--- src/sv/assert_macros.svh ---
// Assertion macros shared by the RTL of the orbit integrator.
`ifndef ASSERT_MACROS_SVH
`define ASSERT_MACROS_SVH

// Check a property on every rising clock edge outside reset.
`define TBEC_ASSERT(lbl, prop, msg) \
  lbl: assert property (@(posedge clk_i) disable iff (!rst_ni) (prop)) else $error(msg);

// Check a property on every rising clock edge, reset included.
`define TBEC_ASSERT_ALWAYS(lbl, prop, msg) \
  lbl: assert property (@(posedge clk_i) (prop)) else $error(msg);

`endif

--- src/sv/tbec_pkg.sv ---
// Constants and types of the two-body Euler-Cromer integrator.
`default_nettype none
package tbec_pkg;

  localparam int WORD_BITS = 32;
  localparam int FRAC_BITS = 24;
  localparam int CFG_BITS  = 31;
  localparam int CFG_IDX_BITS = 8;
  localparam int IN_DATA_BITS  = 6 * WORD_BITS;
  localparam int OUT_DATA_BITS = 256;
  localparam int CNT_BITS = 7;
  localparam logic [CNT_BITS-1:0] LONG_STEPS = CNT_BITS'(64);
  localparam logic [CNT_BITS-1:0] ROOT_STEPS = CNT_BITS'(32);

  localparam logic [WORD_BITS-1:0] SMAX = {1'b0, {(WORD_BITS-1){1'b1}}};
  localparam logic [WORD_BITS-1:0] SMIN = {1'b1, {(WORD_BITS-1){1'b0}}};

  localparam logic [CFG_BITS-1:0] GRAV_RESET = CFG_BITS'(662337939);
  localparam logic [CFG_BITS-1:0] STEP_RESET = CFG_BITS'(16777);

  localparam logic [CFG_IDX_BITS-1:0] CFG_GRAV = CFG_IDX_BITS'(0);
  localparam logic [CFG_IDX_BITS-1:0] CFG_STEP = CFG_IDX_BITS'(1);

  localparam logic CMD_LOAD = 1'b0;
  localparam logic CMD_STEP = 1'b1;

  localparam logic [1:0] STATUS_OK   = 2'd0;
  localparam logic [1:0] STATUS_ZERO = 2'd1;
  localparam logic [1:0] STATUS_SAT  = 2'd2;
  localparam logic [1:0] STATUS_BAD  = 2'd3;

  typedef logic [WORD_BITS-1:0] word_t;

endpackage
`default_nettype wire

--- src/sv/two_body_euler_cromer_step.sv ---
// Top level of the bit-serial Euler-Cromer orbit integrator.
`default_nettype none
`include "assert_macros.svh"
// One body around a fixed central mass, signed Q8.24 state. A transaction with
// tuser low loads position and velocity; with tuser high it advances one time
// step: radius r from the current position, acceleration grav_param/r^2 toward
// the center, velocity updated first, then position from the new velocity. Every
// transaction returns one result: new state, pre-step radius, new speed, status
// (ok, zero radius, saturated). All arithmetic runs on one shared bit-serial
// unit that retires one quotient or multiplier bit per cycle or one root digit
// per cycle, with a setup state before each operation. The input is taken
// only while the sequencer is idle; the result sits in an output register, so
// the next transaction may enter while the last result still waits.
// grav_param and step_size are written on the cfg channel while idle.
module two_body_euler_cromer_step (
  input  wire                                   clk_i,
  input  wire                                   rst_ni,
  input  wire                                   s_axis_tvalid,
  output logic                                  s_axis_tready,
  // pos_x, pos_y, pos_z, vel_x, vel_y, vel_z
  input  wire  [tbec_pkg::IN_DATA_BITS-1:0]     s_axis_tdata,
  // command
  input  wire  [0:0]                            s_axis_tuser,
  output logic                                  m_axis_tvalid,
  input  wire                                   m_axis_tready,
  // new_pos_x/y/z, new_vel_x/y/z, radius, speed, status
  output logic [tbec_pkg::OUT_DATA_BITS-1:0]    m_axis_tdata,
  input  wire                                   cfg_valid_i,
  output logic                                  cfg_ready_o,
  input  wire  [tbec_pkg::CFG_IDX_BITS-1:0]     cfg_index_i,
  input  wire  [tbec_pkg::WORD_BITS-1:0]        cfg_data_i
);

  typedef enum logic [4:0] {
    S_IDLE, S_SQP, S_ACCP, S_SQRTR, S_GETR, S_DIVG, S_GETMAG, S_MULA, S_DIVA,
    S_MULH, S_VUPD, S_MULP, S_PUPD, S_SQV, S_ACCV, S_SQRTS, S_GETS, S_DONE, S_RUN
  } state_e;

  typedef enum logic [1:0] {OP_MUL, OP_DIV, OP_SQRT} op_e;

  state_e state_q, next_q;
  op_e    op_q;
  logic [tbec_pkg::CNT_BITS-1:0] cnt_q;
  logic [127:0] acc_q;
  logic [63:0]  opd_q;
  logic         div_sat_q;

  tbec_pkg::word_t pos_q [3];
  tbec_pkg::word_t vel_q [3];
  logic [1:0]   idx_q;
  logic [63:0]  r2_q;
  logic [31:0]  r_q;
  logic [31:0]  spd_q;
  logic [63:0]  mag_q;
  logic         step_q, ovf_q, zr_q;
  logic         m_valid_q;
  logic [tbec_pkg::OUT_DATA_BITS-1:0] m_data_q;

  logic [tbec_pkg::CFG_BITS-1:0] grav_q, step_size_q;

  // Shared serial unit: one step per cycle.
  logic [64:0]  mul_sum, div_t, div_r;
  logic         div_ge, sq_ge;
  logic [35:0]  sq_t, sq_trial, sq_r;
  logic [127:0] run_acc;
  logic [63:0]  run_opd;
  logic [63:0]  quot, prod_sh;
  logic [32:0]  vupd, pupd;
  logic [31:0]  rad_c, spd_c, cur_mag;
  logic         fin_ovf;
  logic [1:0]   fin_status;

  function automatic logic [31:0] mag32(input logic [31:0] w);
    return w[31] ? (~w + 32'd1) : w;
  endfunction

  // base +/- amt clamped to the signed word; bit 32 flags a clamp.
  function automatic logic [32:0] sat_add(input logic [31:0] base,
                                          input logic [63:0] amt,
                                          input logic neg);
    logic [32:0] a33;
    logic signed [34:0] s;
    logic [32:0] res;
    a33 = (|amt[63:33] || (amt[32] && |amt[31:0])) ? {1'b1, 32'd0} : amt[32:0];
    if (neg) s = $signed({{3{base[31]}}, base}) - $signed({2'b00, a33});
    else     s = $signed({{3{base[31]}}, base}) + $signed({2'b00, a33});
    if (s > $signed({3'b000, tbec_pkg::SMAX}))      res = {1'b1, tbec_pkg::SMAX};
    else if (s < $signed({3'b111, tbec_pkg::SMIN})) res = {1'b1, tbec_pkg::SMIN};
    else                                            res = {1'b0, s[31:0]};
    return res;
  endfunction

  always_comb begin
    mul_sum  = {1'b0, acc_q[127:64]} + (acc_q[0] ? {1'b0, opd_q} : 65'd0);
    div_t    = {acc_q[127:64], acc_q[63]};
    div_ge   = div_t >= {1'b0, opd_q};
    div_r    = div_ge ? div_t - {1'b0, opd_q} : div_t;
    sq_t     = {acc_q[97:64], acc_q[63:62]};
    sq_trial = {2'b00, opd_q[31:0], 2'b01};
    sq_ge    = sq_t >= sq_trial;
    sq_r     = sq_ge ? sq_t - sq_trial : sq_t;
    case (op_q)
      OP_MUL: begin
        run_acc = {mul_sum, acc_q[63:1]};
        run_opd = opd_q;
      end
      OP_DIV: begin
        run_acc = {div_r[63:0], acc_q[62:0], div_ge};
        run_opd = opd_q;
      end
      OP_SQRT: begin
        run_acc = {30'd0, sq_r[33:0], acc_q[61:0], 2'b00};
        run_opd = {32'd0, opd_q[30:0], sq_ge};
      end
      default: begin
        run_acc = acc_q;
        run_opd = opd_q;
      end
    endcase
    quot    = div_sat_q ? {64{1'b1}} : acc_q[63:0];
    // floor(product / 2^FRAC_BITS), saturated
    prod_sh = (|acc_q[127:64+tbec_pkg::FRAC_BITS]) ? {64{1'b1}}
            : acc_q[64+tbec_pkg::FRAC_BITS-1:tbec_pkg::FRAC_BITS];
    vupd    = sat_add(vel_q[idx_q], prod_sh, !pos_q[idx_q][31]);
    pupd    = sat_add(pos_q[idx_q], prod_sh, vel_q[idx_q][31]);
    cur_mag = mag32(pos_q[idx_q]);
    rad_c   = r_q[31] ? tbec_pkg::SMAX : r_q;
    spd_c   = spd_q[31] ? tbec_pkg::SMAX : spd_q;
    fin_ovf = ovf_q | r_q[31] | spd_q[31];
    fin_status = fin_ovf ? tbec_pkg::STATUS_SAT
               : (zr_q ? tbec_pkg::STATUS_ZERO : tbec_pkg::STATUS_OK);
  end

  assign s_axis_tready = (state_q == S_IDLE);
  assign m_axis_tvalid = m_valid_q;
  assign m_axis_tdata  = m_data_q;
  assign cfg_ready_o   = (state_q == S_IDLE);

  always_ff @(posedge clk_i or negedge rst_ni) begin
    if (!rst_ni) begin
      grav_q      <= tbec_pkg::GRAV_RESET;
      step_size_q <= tbec_pkg::STEP_RESET;
    end else if (cfg_valid_i && cfg_ready_o) begin
      if (cfg_index_i == tbec_pkg::CFG_GRAV) grav_q <= cfg_data_i[tbec_pkg::CFG_BITS-1:0];
      if (cfg_index_i == tbec_pkg::CFG_STEP) begin
        step_size_q <= cfg_data_i[tbec_pkg::CFG_BITS-1:0];
      end
    end
  end

  always_ff @(posedge clk_i or negedge rst_ni) begin
    if (!rst_ni) begin
      state_q   <= S_IDLE;
      next_q    <= S_IDLE;
      op_q      <= OP_MUL;
      cnt_q     <= '0;
      acc_q     <= '0;
      opd_q     <= '0;
      div_sat_q <= 1'b0;
      for (int k = 0; k < 3; k++) begin
        pos_q[k] <= '0;
        vel_q[k] <= '0;
      end
      idx_q     <= '0;
      r2_q      <= '0;
      r_q       <= '0;
      spd_q     <= '0;
      mag_q     <= '0;
      step_q    <= 1'b0;
      ovf_q     <= 1'b0;
      zr_q      <= 1'b0;
      m_valid_q <= 1'b0;
      m_data_q  <= '0;
    end else begin
      // drop the result once taken; in S_DONE a new one replaces it below
      if (m_valid_q && m_axis_tready && (state_q != S_DONE)) m_valid_q <= 1'b0;
      case (state_q)
        S_IDLE: begin
          if (s_axis_tvalid) begin
            step_q <= (s_axis_tuser[0] == tbec_pkg::CMD_STEP);
            if (s_axis_tuser[0] == tbec_pkg::CMD_LOAD) begin
              for (int k = 0; k < 3; k++) begin
                pos_q[k] <= s_axis_tdata[32*k +: 32];
                vel_q[k] <= s_axis_tdata[32*(k+3) +: 32];
              end
            end
            idx_q   <= '0;
            r2_q    <= '0;
            ovf_q   <= 1'b0;
            zr_q    <= 1'b0;
            state_q <= S_SQP;
          end
        end
        S_RUN: begin
          acc_q <= run_acc;
          opd_q <= run_opd;
          cnt_q <= cnt_q - 1'b1;
          if (cnt_q == tbec_pkg::CNT_BITS'(1)) state_q <= next_q;
        end
        S_SQP: begin
          acc_q   <= {96'd0, cur_mag};
          opd_q   <= {32'd0, cur_mag};
          op_q    <= OP_MUL;
          cnt_q   <= tbec_pkg::LONG_STEPS;
          next_q  <= S_ACCP;
          state_q <= S_RUN;
        end
        S_ACCP: begin
          r2_q <= r2_q + acc_q[63:0];
          if (idx_q == 2'd2) begin
            idx_q   <= '0;
            state_q <= S_SQRTR;
          end else begin
            idx_q   <= idx_q + 1'b1;
            state_q <= S_SQP;
          end
        end
        S_SQRTR: begin
          acc_q   <= {64'd0, r2_q};
          opd_q   <= '0;
          op_q    <= OP_SQRT;
          cnt_q   <= tbec_pkg::ROOT_STEPS;
          next_q  <= S_GETR;
          state_q <= S_RUN;
        end
        S_GETR: begin
          r_q <= opd_q[31:0];
          if (!step_q) begin
            r2_q    <= '0;
            state_q <= S_SQV;
          end else if (opd_q[31:0] == 32'd0) begin
            zr_q    <= 1'b1;
            state_q <= S_MULP;
          end else begin
            state_q <= S_DIVG;
          end
        end
        S_DIVG: begin
          // grav_param * 2^(2*FRAC_BITS) over r^2
          acc_q     <= {33'd0, grav_q, 64'd0} >> (64 - 2 * tbec_pkg::FRAC_BITS);
          opd_q     <= r2_q;
          div_sat_q <= (64'(grav_q) >> (64 - 2 * tbec_pkg::FRAC_BITS)) >= r2_q;
          op_q      <= OP_DIV;
          cnt_q     <= tbec_pkg::LONG_STEPS;
          next_q    <= S_GETMAG;
          state_q   <= S_RUN;
        end
        S_GETMAG: begin
          mag_q   <= quot;
          state_q <= S_MULA;
        end
        S_MULA: begin
          acc_q   <= {96'd0, cur_mag};
          opd_q   <= mag_q;
          op_q    <= OP_MUL;
          cnt_q   <= tbec_pkg::LONG_STEPS;
          next_q  <= S_DIVA;
          state_q <= S_RUN;
        end
        S_DIVA: begin
          // the product stays in place as the dividend
          opd_q     <= {32'd0, r_q};
          div_sat_q <= acc_q[127:64] >= {32'd0, r_q};
          op_q      <= OP_DIV;
          cnt_q     <= tbec_pkg::LONG_STEPS;
          next_q    <= S_MULH;
          state_q   <= S_RUN;
        end
        S_MULH: begin
          acc_q   <= {64'd0, quot};
          opd_q   <= {33'd0, step_size_q};
          op_q    <= OP_MUL;
          cnt_q   <= tbec_pkg::LONG_STEPS;
          next_q  <= S_VUPD;
          state_q <= S_RUN;
        end
        S_VUPD: begin
          vel_q[idx_q] <= vupd[31:0];
          ovf_q        <= ovf_q | vupd[32];
          if (idx_q == 2'd2) begin
            idx_q   <= '0;
            state_q <= S_MULP;
          end else begin
            idx_q   <= idx_q + 1'b1;
            state_q <= S_MULA;
          end
        end
        S_MULP: begin
          acc_q   <= {96'd0, mag32(vel_q[idx_q])};
          opd_q   <= {33'd0, step_size_q};
          op_q    <= OP_MUL;
          cnt_q   <= tbec_pkg::LONG_STEPS;
          next_q  <= S_PUPD;
          state_q <= S_RUN;
        end
        S_PUPD: begin
          pos_q[idx_q] <= pupd[31:0];
          ovf_q        <= ovf_q | pupd[32];
          if (idx_q == 2'd2) begin
            idx_q   <= '0;
            r2_q    <= '0;
            state_q <= S_SQV;
          end else begin
            idx_q   <= idx_q + 1'b1;
            state_q <= S_MULP;
          end
        end
        S_SQV: begin
          acc_q   <= {96'd0, mag32(vel_q[idx_q])};
          opd_q   <= {32'd0, mag32(vel_q[idx_q])};
          op_q    <= OP_MUL;
          cnt_q   <= tbec_pkg::LONG_STEPS;
          next_q  <= S_ACCV;
          state_q <= S_RUN;
        end
        S_ACCV: begin
          r2_q <= r2_q + acc_q[63:0];
          if (idx_q == 2'd2) begin
            idx_q   <= '0;
            state_q <= S_SQRTS;
          end else begin
            idx_q   <= idx_q + 1'b1;
            state_q <= S_SQV;
          end
        end
        S_SQRTS: begin
          acc_q   <= {64'd0, r2_q};
          opd_q   <= '0;
          op_q    <= OP_SQRT;
          cnt_q   <= tbec_pkg::ROOT_STEPS;
          next_q  <= S_GETS;
          state_q <= S_RUN;
        end
        S_GETS: begin
          spd_q   <= opd_q[31:0];
          state_q <= S_DONE;
        end
        S_DONE: begin
          // hold until the output register is free
          if (!m_valid_q || m_axis_tready) begin
            m_valid_q <= 1'b1;
            m_data_q  <= {fin_status, spd_c[30:0], rad_c[30:0],
                          vel_q[2], vel_q[1], vel_q[0], pos_q[2], pos_q[1], pos_q[0]};
            state_q   <= S_IDLE;
          end
        end
        default: state_q <= S_IDLE;
      endcase
    end
  end

  `TBEC_ASSERT(a_run_count, (state_q == S_RUN) |-> (cnt_q != '0), "serial unit ran past its count")
  `TBEC_ASSERT(a_status_code, m_axis_tvalid |-> (m_axis_tdata[255:254] != tbec_pkg::STATUS_BAD), "bad status code")
  `TBEC_ASSERT(a_zero_radius, (m_axis_tvalid && (m_axis_tdata[255:254] == tbec_pkg::STATUS_ZERO)) |-> (m_axis_tdata[222:192] == '0), "zero-radius status with nonzero radius")
  `TBEC_ASSERT_ALWAYS(a_reset_quiet, !rst_ni |-> !m_axis_tvalid, "result valid during reset")

endmodule
`default_nettype wire

--- config.mk ---
export PLATFORM = sky130hd
export DESIGN_NAME = two_body_euler_cromer_step
export DESIGN_NICKNAME = d
export VERILOG_FILES = /design/src/sv/tbec_pkg.sv /design/src/sv/two_body_euler_cromer_step.sv
export VERILOG_INCLUDE_DIRS = /design/src /design/src/sv
export SDC_FILE = /design/constraint.sdc
export NUM_CORES = 2
export LEC_CHECK = 0
export BUFFER_PORTS_ARGS = -buffer_cell sky130_fd_sc_hd__buf_4
export CAP_MARGIN = 40
export CORE_UTILIZATION = 32
export CTS_CLUSTER_DIAMETER = 30
export DETAILED_ROUTE_END_ITERATION = 16
export PLACE_DENSITY = 0.53
export SLEW_MARGIN = 10
export SYNTH_ARGS = -nofsm -noshare
export SYNTH_HDL_FRONTEND = slang
export SYNTH_SLANG_ARGS = --single-unit
--- constraint.sdc ---
create_clock -name clk_i -period 17.9 [get_ports clk_i]
set_clock_uncertainty 0.15 [all_clocks]
set_input_delay 5.37 -clock clk_i [delete_from_list [all_inputs] [get_ports clk_i]]
set_output_delay 5.37 -clock clk_i [all_outputs]
set_load 0.03 [all_outputs]
==> impl_metrics.yaml <==
floorplanning:
  rows: 162
  dieArea_mm2: 0.1985
  die_w_um: 445.5
  die_h_um: 445.5
  num_io_pins: 497
  initial_core_util_pct: 32.25
  core_region_area_mm2: 0.1952
timing:
  whs_ps: 324.8
  tightest_slew_ps: 1122
  post-route-min-period_ps: 9537
  slew_headroom_pct: 25.17
  rsz0062_at_grt: "false"
  setup_violations: 0
  finalMaxSlewViolations: 0
  hold_viol_final: 0
  fmax_ghz: 0.1049
  fin_setup_tns_ps: 0
  fin_crit_sh_pct: 53.28
clock_tree:
  cts.hold.buffers_added: 0
  cts_sinks: 920
  path_clk_slew_ps: 50
  cts_buffer_depth: 3
  cts_buffers: 213
  htreeDepth: 4
  cts_tree: "built"
  cts-resized-gates: 0
  post_cts_buffers: 0
  clock_latency_ps: 830
  clockRootBuffer: "clkbuf_16"
final_layout:
  fin_nets: 8320
  drive_gt1_share_pct: 17.83
  area_delta_synth_final_pct: 22.79
  final_area_mm2: 0.07730
  post-route-util_pct: 39.60
global_routing:
  antenna_found_initial: 23
  grt_max_degree: 166
  first_global_vias: 59814
  gr-total-overflow: 0
  grt_use_total_pct: 26.83
  grt_pass1_wl_um: 402200
setup_path:
  slowest_delay_ps: 750
  cp.required_ps: 18500
  critical_path.max_fanout: 53
  path_class: "reg2reg"
  worst-path-buf-inv: 3
  cp-start-kind: "register"
  cp_top_family: "compound AO/OA/AOI/OAI gates"
  path_depth: 28
  slowest_stage: "o21a_1"
  worstPathArrival_ps: 10140
  cp-end-kind: "register"
  worstRegToRegCells: 28
yosys:
  synth_nets: 7938
  synth.cell_area_mm2: 0.06295
  ys_types: 90
  synth-seq-cells: 920
  ys.flop_type: "dfrtp_1"
  ys_async_sr_fraction_pct: 100.0
  yosysSeqAreaShare_pct: 36.62
  yosysWarnings: 0
  synth_edf_count: 0
  syn_inst: 7347
  yosysTopAreaCellShare_pct: 35.66
  synth.largest_area_cell: "dfrtp_1"
  synth_area_leaders: "dfrtp_1, ha_1, o21ai_0"
  synth_area_per_cell_um2: 8.569
power_and_ir_drop:
  p_per_area_mw_per_mm2: 80.35
  fin_total_pwr_mw: 6.211
  p_leak_nw: 35.08
  peakVddDrop_v: 0.00008779
routing:
  routedWlPerCell_um: 26.01
  vias_per_cell: 5.834
  dr.pass1.iters: 8
  drc: 0
  drtIter0Drc: 6441
  drt-total-wl_um: 274400
  ant_nets: 0
  via_count: 61550
placement:
  place_congestion: 0.9543
  portBuffers: 495
  dp_hpwl_um: 201500
  place_area_mm2: 0.06970
flow_run:
  cap_violations: 0
outcome:
  status: "completed"
hold_path:
  min_path_type: "reg2reg"
  whs_path_depth: 2
cell usage in the layout (no fill, tap or decap), types with 30 or more instances in the layout:
cell type / count
o31ai_1: 38
ha_1: 345
a211oi_1: 40
o221ai_1: 44
buf_4: 602
nor4_1: 68
a222oi_1: 57
mux2_2: 275
clkinv_2: 40
a221oi_1: 51
a21o_1: 179
nand3_1: 85
nand2_1: 899
nand4_1: 60
or3_1: 30
a22oi_1: 132
o22ai_1: 137
xor2_1: 140
dfrtp_1: 894
o211ai_1: 38
o21a_1: 48
mux2i_1: 97
a31oi_1: 78
o21bai_1: 42
a21oi_1: 611
nand2b_1: 61
xnor2_1: 199
nor3_1: 88
clkbuf_16: 215
a32oi_1: 82
o21ai_0: 707
and2_1: 93
nor2b_1: 46
and3_1: 36
nor2_1: 522
inv_1: 240
worst reg2reg max path, delay by kind of cell (launching register included):
family,cells,cell delay (ps)
DFF,1,440
and+or+nand+nor,11,3050
adders and majority gates,2,710
xor gates and xnor gates,1,450
buffers and inverters,3,920
AOI/OAI and AO/OA,11,3810
metrics by stage:
| step | std cells | setup WS [ps] |
|---|---|---|
| 2_1_floorplan | 7347 | 10490 |
| 3_3_place_gp | 10091 | 8262 |
| 3_5_place_dp | 10136 | 8314 |
| 4_1_cts | 10537 | 8300 |
| 5_1_grt | 10543 | 7611 |
| 6_report | 10550 | 8363 |
power by group:
| group | total [mW] | switching [mW] | leakage (nW) | internal (mW) |
|---|---|---|---|---|
| clock network | 4.02 | 1.36 | 3.62 | 2.67 |
| registers | 2.09 | 0.00000000000000000544 | 11.4 | 2.09 |
| logic | 0.100 | 0.0628 | 20.0 | 0.0376 |
| total | 6.21 | 1.42 | 35.1 | 4.79 |
per-layer routing:
| layer | global-route usage [%] | wire length, um |
|---|---|---|
| met1 | 34.82 | 115000 |
| met2 | 42.29 | 123600 |
| met3 | 6.188 | 22610 |
| met4 | 12.04 | 13100 |
| met5 | 0 | 106 |
cells by family after synthesis:
family,count (synthesis),synth area share (%)
buffers and inverters,724,4.424
adders and majority gates,353,7.075
muxes,372,6.461
and+or+nand+nor,2099,14.97
xor gates and xnor gates,340,4.742
AOI/OAI and AO/OA,2539,25.71
DFF,920,36.62
sequential cells by signal, indices dropped and copies added, names as in the netlist, 31 cells and up:
register and flops:
opd_q 64, mag_q 64, vel_q 96, step_size_q 31, r_q 32, m_axis_tdata 256
spd_q 32, r2_q 64, acc_q 128, pos_q 96, grav_q 31
path summary, 6_finish.rpt:
kind,startpoint,to,slack [ps]
min,spd_q[19],spd_q[19],320
min in group asynchronous,rst_ni,m_axis_tdata[90],4320
max,acc_q[107],vel_q[12],8360
max in group asynchronous,rst_ni,idx_q[1],10530
max reg2reg,acc_q[107],vel_q[12],8360
min reg2reg,spd_q[19],spd_q[19],320
synthesized netlist by cell type, drive strengths merged (40+ instances only):
master  number
nand2      903
dfrtp      897
o21ai      723
a21oi      616
nor2       541
clkbuf     406
ha         348
mux2       275
inv        241
xnor2      200
a21o       180
xor2       140
o22ai      137
a22oi      132
and2        97
mux2i       97
nor3        93
nand3       87
a32oi       82
a31oi       78
buf         75
nor4        69
nand2b      63
nand4       60
a222oi      57
a221oi      51
nor2b       49
o21a        48
o221ai      44
o21bai      42
a211oi      40
final cells by class:
class	count	area (um^2)
repair buffers	648	5129
clock buffers	263	5801
flip-flops and latches	920	23060
fillers	19567	117900
multi-input cells	5703	37360
inverters	243	912.1
clock inverters	138	1737
well taps	2624	3283
diodes	11	27.53
No activity file was read; power rests on OpenSTA's default activity.
